<file path="config.mk">
export PLATFORM = sky130hd
export DESIGN_NAME = led_indication_pattern_generator
export DESIGN_NICKNAME = d
export VERILOG_FILES = /design/src/rtl/lipg_pkg.sv /design/src/rtl/lipg_update.sv /design/src/rtl/led_indication_pattern_generator.sv
export SDC_FILE = /design/constraint.sdc
export NUM_CORES = 1
export LEC_CHECK = 0
export ABC_AREA = 1
export BUFFER_PORTS_ARGS = -buffer_cell sky130_fd_sc_hd__buf_2
export CORE_UTILIZATION = 58
export CTS_BUF_LIST = sky130_fd_sc_hd__clkbuf_8
export DETAILED_ROUTE_END_ITERATION = 6
export PLACE_DENSITY_LB_ADDON = 0.2
export RECOVER_POWER = 100
export SLEW_MARGIN = 40
export SYNTH_ARGS = -nofsm -noshare
export SYNTH_HDL_FRONTEND = slang
export SYNTH_SLANG_ARGS = --single-unit
export TNS_END_PERCENT = 5
</file>
<file path="constraint.sdc">
create_clock -name clk -period 6 [get_ports clk]
set_input_delay 0.6 -clock clk [delete_from_list [all_inputs] [get_ports clk]]
set_output_delay 0.6 -clock clk [all_outputs]
set_load 0.01 [all_outputs]
</file>
<file path="src/rtl/lipg_pkg.sv">
// Types, codes and the heartbeat duty table of the indicator pattern generator.
// Depends on nothing.
`default_nettype none
package lipg_pkg;

  // Commands
  localparam logic CMD_TICK = 1'b0;
  localparam logic CMD_SET  = 1'b1;

  // Mode codes
  localparam logic [2:0] MODE_OFF   = 3'd0;
  localparam logic [2:0] MODE_ON    = 3'd1;
  localparam logic [2:0] MODE_FLASH = 3'd2;
  localparam logic [2:0] MODE_FADE  = 3'd3;
  localparam logic [2:0] MODE_HEART = 3'd4;

  // Status codes
  localparam logic STATUS_OK  = 1'b0;
  localparam logic STATUS_BAD = 1'b1;

  // Register indexes
  localparam logic CFG_BLINK_INC = 1'b0;
  localparam logic CFG_RAMP_INC  = 1'b1;

  // Constants
  localparam logic [6:0] DUTY_FULL      = 7'd100;
  localparam logic [7:0] CNT_FULL       = 8'd100;
  localparam logic [7:0] FLASH_LEVEL    = 8'd50;
  localparam logic [7:0] HEART_WRAP     = 8'd180;
  localparam logic [7:0] STEP_ON_CHANGE = 8'd10;
  localparam logic [6:0] STEP_RESET     = 7'd10;

  // Architectural state carried from item to item
  typedef struct packed {
    logic [2:0] mode;
    logic [7:0] cnt;
    logic [7:0] step;
    logic [6:0] duty;
  } state_t;

  // Heartbeat duty at a table point; other counter values hold the duty
  function automatic logic [6:0] heart_duty(input logic [7:0] cnt, input logic [6:0] held);
    logic [6:0] d;
    d = held;
    case (cnt)
      8'd0:    d = 7'd25;
      8'd10:   d = 7'd50;
      8'd20:   d = 7'd100;
      8'd40:   d = 7'd50;
      8'd50:   d = 7'd0;
      8'd60:   d = 7'd50;
      8'd70:   d = 7'd100;
      8'd80:   d = 7'd75;
      8'd90:   d = 7'd50;
      8'd100:  d = 7'd25;
      8'd110:  d = 7'd0;
      default: d = held;
    endcase
    return d;
  endfunction

endpackage
`default_nettype wire

</file>
<file path="src/rtl/lipg_update.sv">
// Next-state and result logic for one item of the indicator pattern generator.
// Depends on lipg_pkg.
`default_nettype none
module lipg_update (
  input  wire                   cmd,
  input  wire [2:0]             new_mode,
  input  wire [6:0]             blink_inc,
  input  wire [6:0]             ramp_inc,
  input  lipg_pkg::state_t      cur,
  output lipg_pkg::state_t      nxt,
  output logic                  status
);
  import lipg_pkg::*;

  logic [6:0] tri_reg;
  logic [7:0] tri_step;
  logic [7:0] cnt_sum;
  logic [7:0] heart_sum;

  // Pick the step register of the triangle modes
  assign tri_reg = (cur.mode == MODE_FLASH) ? blink_inc : ramp_inc;

  // Turn the triangle around at its ends
  always_comb begin
    tri_step = cur.step;
    if (cur.cnt == CNT_FULL) begin
      tri_step = 8'd0 - {1'b0, tri_reg};
    end
    if (cur.cnt == 8'd0) begin
      tri_step = {1'b0, tri_reg};
    end
  end

  assign cnt_sum   = cur.cnt + tri_step;
  assign heart_sum = cur.cnt + cur.step;

  // Apply a tick or a mode request
  always_comb begin
    nxt    = cur;
    status = STATUS_OK;
    if (cmd == CMD_TICK) begin
      case (cur.mode)
        MODE_ON: begin
          nxt.duty = DUTY_FULL;
        end
        MODE_FLASH: begin
          nxt.step = tri_step;
          nxt.duty = (cur.cnt >= FLASH_LEVEL) ? DUTY_FULL : 7'd0;
          nxt.cnt  = cnt_sum;
        end
        MODE_FADE: begin
          nxt.step = tri_step;
          nxt.cnt  = cnt_sum;
          nxt.duty = (cnt_sum > CNT_FULL) ? DUTY_FULL : cnt_sum[6:0];
        end
        MODE_HEART: begin
          if (heart_sum == HEART_WRAP) begin
            nxt.cnt = 8'd0;
          end else begin
            nxt.cnt  = heart_sum;
            nxt.duty = heart_duty(heart_sum, cur.duty);
          end
        end
        default: begin
          nxt.duty = 7'd0;
        end
      endcase
    end else if (new_mode > MODE_HEART) begin
      status = STATUS_BAD;
    end else if (new_mode != cur.mode) begin
      nxt.mode = new_mode;
      nxt.step = STEP_ON_CHANGE;
      nxt.cnt  = 8'd0;
    end
  end

endmodule
`default_nettype wire

</file>
<file path="src/rtl/led_indication_pattern_generator.sv">
// Indicator duty pattern generator: off, on, flash, fade and heartbeat modes.
// An accepted item passes through the input register, then the result register.
// Throughput: one item per cycle while out_stall does not hold the result; the
// state updates in the single compute stage, so items follow back to back.
// Reset (rst_n low, synchronous): mode off, counter, step and duty zero,
// both step registers 10, pipeline empty.
`default_nettype none
module led_indication_pattern_generator (
  input  wire        clk,
  input  wire        rst_n,
  input  wire        in_valid,
  output logic       in_stall,
  input  wire        in_cmd,
  input  wire [2:0]  in_new_mode,
  output logic       out_valid,
  input  wire        out_stall,
  output logic [6:0] out_duty,
  output logic       out_status,
  input  wire        cfg_we,
  input  wire        cfg_index,
  input  wire [6:0]  cfg_wdata
);
  import lipg_pkg::*;

  logic       s1_valid_r;
  logic       s1_cmd_r;
  logic [2:0] s1_mode_r;
  logic [6:0] blink_inc_r;
  logic [6:0] ramp_inc_r;
  state_t     state_r;
  state_t     state_nxt;
  logic       status_nxt;
  logic       advance;

  // Move the held item forward when the result register is free
  assign advance  = !out_valid || !out_stall;
  assign in_stall = s1_valid_r && !advance;

  // Configuration registers
  always_ff @(posedge clk) begin
    if (!rst_n) begin
      blink_inc_r <= STEP_RESET;
      ramp_inc_r  <= STEP_RESET;
    end else if (cfg_we) begin
      if (cfg_index == CFG_BLINK_INC) begin
        blink_inc_r <= cfg_wdata;
      end else begin
        ramp_inc_r <= cfg_wdata;
      end
    end
  end

  // Input register
  always_ff @(posedge clk) begin
    if (!rst_n) begin
      s1_valid_r <= 1'b0;
    end else if (!in_stall) begin
      s1_valid_r <= in_valid;
    end
  end

  always_ff @(posedge clk) begin
    if (in_valid && !in_stall) begin
      s1_cmd_r  <= in_cmd;
      s1_mode_r <= in_new_mode;
    end
  end

  lipg_update u_update (
    .cmd        (s1_cmd_r),
    .new_mode   (s1_mode_r),
    .blink_inc  (blink_inc_r),
    .ramp_inc   (ramp_inc_r),
    .cur        (state_r),
    .nxt        (state_nxt),
    .status     (status_nxt)
  );

  // State and result register
  always_ff @(posedge clk) begin
    if (!rst_n) begin
      state_r   <= '0;
      out_valid <= 1'b0;
    end else if (advance) begin
      out_valid <= s1_valid_r;
      if (s1_valid_r) begin
        state_r <= state_nxt;
      end
    end
  end

  always_ff @(posedge clk) begin
    if (advance && s1_valid_r) begin
      out_status <= status_nxt;
    end
  end

  assign out_duty = state_r.duty;

endmodule
`default_nettype wire

</file>
Word level (Yosys, flattened, before mapping)
Index checks and enable logic that the tools add are counted.
- register bits: 47
- latch bits: 0
- RAM bits: 0
- bits in read-only memories: 0
- input port bits: 17
- output and inout port bits: 10
- logic and storage cells: 79
- memories: 0
- add/sub/neg operators: 3
- $mul: 0
- div/mod/pow operators: 0
- order comparisons: 3
- equality and inequality tests: 21
- shift-type cells: 0
- muxes and demuxes: 15
- bitwise logic cells: 3
- reduce and logical (&&, ||, !) cells: 23
- operators by type and width (kind ; number):
    equality test 8 x 7 -> 1 bit (second input constant) ; 6
    2-to-1 mux 16 bit ; 3
    case mux 7 bit (5 select lines) ; 1
    2-to-1 mux 8 bit ; 4
    2-to-1 mux 7 bit ; 4
    case mux 7 bit (4 select lines) ; 1
    equality test 8 x 6 -> 1 bit (second input constant) ; 3
    AND reduction 5 bit ; 4
    adder 8 bit ; 2
    logical NOT 8 bit ; 2
    case mux 8 bit (2 select lines) ; 1
    equality test 8 x 4 -> 1 bit (second input constant) ; 1
    equality test 8 x 5 -> 1 bit (second input constant) ; 1
    equality test 8 bit (second input constant) ; 1
    >= comparator 8 x 6 -> 1 bit (second input constant) ; 1
    > comparator 8 x 7 -> 1 bit (second input constant) ; 1
    OR reduction 2 bit ; 4
    subtractor 1 x 7 -> 8 bit (first input constant) ; 1
    equality test 3 x 2 -> 1 bit (second input constant) ; 2
    != test 6 bit (second input constant) ; 1
    logical NOT 1 bit ; 4
    != test 2 bit (second input constant) ; 2
    AND reduction 2 bit ; 2
    OR reduction 4 bit ; 1
    11 further kinds ; 15

Longest topological paths before layout
- depth in word-level cells: 9
- gate-level depth with buffers: 27
- depth with buffers taken out: 27

By module
From an unflattened synthesis, not the netlist that was laid out.
- cell total of the unflattened synthesis: 705
- area, all modules: 4189.0 um^2
- by module, submodules not included (module ; instances ; cells an instance ; area each (um^2)):
    lipg_update ; 1 ; 443 ; 2189.6
    led_indication_pattern_generator ; 1 ; 262 ; 1999.4

Worst setup path after synthesis
Ideal clock, no wire load.
- path kind: reg2reg
- start point: register state_r[24] in the netlist's numbering
- end point: register state_r, in the netlist out_duty[2]
- setup time: 0.132 ns
- arrival time: 2.929 ns
- slack: 2.938 ns
- cell stages (with the launch flop): 26
- path through: dfxtp_1 -> clkbuf_2 -> nand3_4 -> o21ai_2 -> ha_1 -> inv_1 -> nor2_1 -> nand3_1 -> nor2_1 -> o21ai_0 -> o211ai_1 -> nand2_1 -> ha_1 -> a21o_1 -> nor2_1 -> nand2_1 -> nand2_1 -> nand2_1 -> inv_1 -> nand3_1 -> nand2_4 -> nand3_1 -> a21oi_1 -> nand2_1 -> nand2_1 -> a21oi_1
- cells in the longest elaborated chain, start to end: 9
- ends and longest elaborated chain (element ; RTL line ; text):
    start, declared ; led_indication_pattern_generator.sv:30 ; state_t state_r;
    start signal, assigned ; led_indication_pattern_generator.sv:87 ; state_r <= state_nxt;
    equality test 3 x 2 -> 1 bit ; lipg_update.sv:21, lipg_update.sv:42 ;
    2-to-1 mux 7 bit ; lipg_update.sv:21 ; assign tri_reg = (cur.mode == MODE_FLASH) ? blink_inc : ramp_inc;
    subtractor 1 x 7 -> 8 bit ; lipg_update.sv:27 ; tri_step = 8'd0 - {1'b0, tri_reg};
    2-to-1 mux 8 bit ; lipg_update.sv:26 ; if (cur.cnt == CNT_FULL) begin
    2-to-1 mux 8 bit ; lipg_update.sv:29 ; if (cur.cnt == 8'd0) begin
    adder 8 bit ; lipg_update.sv:34 ; assign cnt_sum = cur.cnt + tri_step;
    > comparator 8 x 7 -> 1 bit ; lipg_update.sv:54 ; nxt.duty = (cnt_sum > CNT_FULL) ? DUTY_FULL : cnt_sum[6:0];
    2-to-1 mux 7 bit ; lipg_update.sv:54 ;
    case mux 7 bit (4 select lines) ; lipg_update.sv:42 ; case (cur.mode)
Parallel ways exist; a longest one is shown, timed or not.
A chain may end at the register's enable or synchronous reset.

Worst setup path after layout
Ends and elaborated chain as after synthesis.

==> results.sh <==
export IMPL_status="finished clean"
export IMPL_worst_pin_slew_ps=877
export IMPL_gp_congestion=0.914
export IMPL_synth_xor_area_share_pct=1.93
export IMPL_grt_pass1_wl_mm=13.6
export IMPL_hpwl_mm=6.71
export IMPL_final_max_slew_violation_count=0
export IMPL_grt_pass1_vias=3095
export IMPL_setup_viol=0
export IMPL_fin_skew_ps=8.70
export IMPL_synthMuxAreaShare_pct=0
export IMPL_p_leak_nw=1.84
export IMPL_ys_ff_latch=47
export IMPL_first_pass_iters=5
export IMPL_startpoint_type="flop"
export IMPL_clk_path_buf_depth=2
export IMPL_synth_top_family_by_area="simple AND/OR/NAND/NOR gates"
export IMPL_synth_cell_type_count=41
export IMPL_hp_class="flop to flop"
export IMPL_synth_edf_count=5
export IMPL_synthFlopType="dfxtp_1"
export IMPL_drc=0
export IMPL_synthAdderAreaFrac_pct=6.73
export IMPL_path_class="flop to flop"
export IMPL_layout_nets=597
export IMPL_min_from="ramp_inc_r[2]"
export IMPL_finalCritPeriodShare_pct=69.2
export IMPL_synth_compound_area_share_pct=16.7
export IMPL_grt_max_degree=23
export IMPL_rsz0062_at_grt="false"
export IMPL_drt_initial_drc_count=301
export IMPL_synth_simple_gate_area_share_pct=35.9
export IMPL_design_area_um2=3770
export IMPL_clk_pin_slew_worst_paths_ps=100
export IMPL_num_vias=3522
export IMPL_antenna_found_initial=0
export IMPL_start_util_pct=60.3
export IMPL_syn2layout_area_growth_pct=5.53
export IMPL_post_cts_setup_buffers=0
export IMPL_synth_fp_nets=576
export IMPL_track_usage_pct=27.0
export IMPL_min_period_ps=4150
export IMPL_die_width_um=80.5
export IMPL_n_antenna_cell=0
export IMPL_die_area_um2=6480
export IMPL_final_common_cell="nand2_1"
export IMPL_core_area_um2=5920
export IMPL_grt_overflow=0
export IMPL_fin_ws_ps=1850
export IMPL_layout_common_cells="nand2_1, inv_1, nor2_1, a21oi_1, dfxtp_1"
export IMPL_wl_per_cell_um=13.0
export IMPL_p_sw_share_pct=34.6
export IMPL_root_buffer="clkbuf_8"
export IMPL_synth_area_um2=3570
export IMPL_ys_seq_area_share_pct=27.7
export IMPL_tns_ps=0
export IMPL_seqPwrFrac_pct=46.5
export IMPL_cts_resized=0
export IMPL_holdBufCountCts=0
export IMPL_vias_per_cell=5.52
export IMPL_combPwrFrac_pct=25.2
export IMPL_crit_start="state_r[24]"
export IMPL_synth_warnings=0
export IMPL_post_synth_cell_area_avg_um2=6.60
export IMPL_worstPathMaxFanout=10
export IMPL_max_freq_mhz=241
export IMPL_p_int_mw=0.478
export IMPL_io_buffers=26
export IMPL_post_place_ws_ps=2480
export IMPL_cap_violations=0
export IMPL_core_rowCount=28
export IMPL_r2r_start="state_r[24]"
export IMPL_final_core_util_pct=63.7
export IMPL_final_hold_violation_count=0
export IMPL_cts_tree="yes"
export IMPL_drive_gt1_share_pct=10.7
export IMPL_required_ps=6170
export IMPL_cts_buffers=5
export IMPL_end_kind="flop"
export IMPL_die_y_um=80.5
export IMPL_clk_latency_ps=310
export IMPL_wl_mm=8.27
export IMPL_ir_drop_uv=179
export IMPL_ios=27
export IMPL_ant_nets=0
export IMPL_synthArstFlopShare_pct=0
export IMPL_clkSinkCount=47
export IMPL_whs_ps=463
export IMPL_dpl_cell_area_um2=3730
export IMPL_pwr_share_clk_pct=28.4
export IMPL_htree_num_levels=2
export IMPL_p_switching_mw=0.253
export IMPL_p_per_area_nw_per_um2=194
export IMPL_crit_arrival_ps=4330
export IMPL_syn_inst=541
export IMPL_slew_headroom_pct=41.0
==> kinds of logic (layout without fill, tap and decap cells) <==
group | Yosys count | after routing
xor+xnor | 7 | 7
simple gates | 269 | 269
buf+inv | 97 | 119
fa+ha+maj | 18 | 18
compound gates | 103 | 103
flops | 47 | 47
==> final cells by class <==
class / instances / area [um^2]
clock buffer: 5 / 68.8
inverter: 84 / 315
clock inverter: 3 / 26.3
timing repair buffer: 27 / 124
sequential: 47 / 991
fill: 587 / 2150
tap: 75 / 93.8
multi-input combinational: 397 / 2150
==> per-layer routing <==
layer  up-vias  wire [um]  track usage, %
li1       1817          -               -
met3        21        327            3.86
met5         -          0               0
met1      1582       3810            33.6
met2       102       3930            46.4
met4         0        205            11.1
==> worst max-delay path: stages, from the launching register on <==
cell and delay (ps):
dfxtp_1 480, nand3_1 330, o21ai_0 510, ha_1 260, inv_1 50, nor2_1 160, nand3_1 140, nor2_1 100
o21ai_0 90, o211ai_1 110, nand2_1 110, ha_1 350, a21o_1 210, nor2_1 130, nand2_1 60, nand2_1 50
nand2_1 60, inv_1 60, nand3_1 70, nand2_1 250, nand3_1 110, a21oi_1 140, nand2_1 60, nand2_1 70
a21oi_1 50
==> power groups by stage <==
stage / logic (mW) / registers, mW / clock network (mW)
after floorplan: 0.143 / 0.344 / 0
after global placement: 0.181 / 0.346 / 0
after detailed placement: 0.184 / 0.347 / 0
after CTS: 0.185 / 0.340 / 0.213
after global routing: 0.208 / 0.341 / 0.226
final: 0.184 / 0.340 / 0.207
==> worst paths after layout <==
path                            cells past startpoint             to  slack [ps]
worst max-delay path                               24    out_duty[2]        1850
worst min register to register                      2  ramp_inc_r[2]         460
worst max register to register                     24    out_duty[2]        1850
worst min-delay path                                2  ramp_inc_r[2]         460
==> synth_stat cells, types with 2 or more instances <==
cell type  number  share of area (%)
o211ai_1       15                3.2
o21ai_2         3               0.74
nor2_4          6                1.9
nand3_1        33                4.6
xor2_1          4               0.98
nor2_1         43                4.5
nand3b_1        3               0.63
nand4_1        15                2.6
nand3_2         4                1.1
o21ai_0        29                4.1
fa_1            2                1.1
a22oi_1         2               0.42
a21oi_1        43                6.0
nand2_2         6                1.1
nand2_1       142                 15
buf_4           7                1.5
nand2_4         3               0.95
edfxtp_1        5                4.2
a221oi_1        2               0.49
ha_1           16                5.6
nor3_1          4               0.56
inv_1          78                8.2
clkbuf_1        5               0.53
inv_2           6               0.63
xnor2_1         2               0.49
dfxtp_1        42                 24
o22ai_1         2               0.35
nor2_2          6                1.1
==> state kept, by name (all words and copies together) (netlist names) <==
register / flops
state_r: 19
blink_inc_r: 7
out_duty: 7
ramp_inc_r: 7
s1_mode_r: 3
out_status: 1
out_valid: 1
s1_cmd_r: 1
s1_valid_r: 1
==> stage by stage <==
stage               total power, mW  cells
CTS                           0.737    638
detailed placement            0.531    630
global placement              0.528    630
global route                  0.775    638
floorplan                     0.487    541
finish                        0.731    638
(Power assumes the default switching activity.)
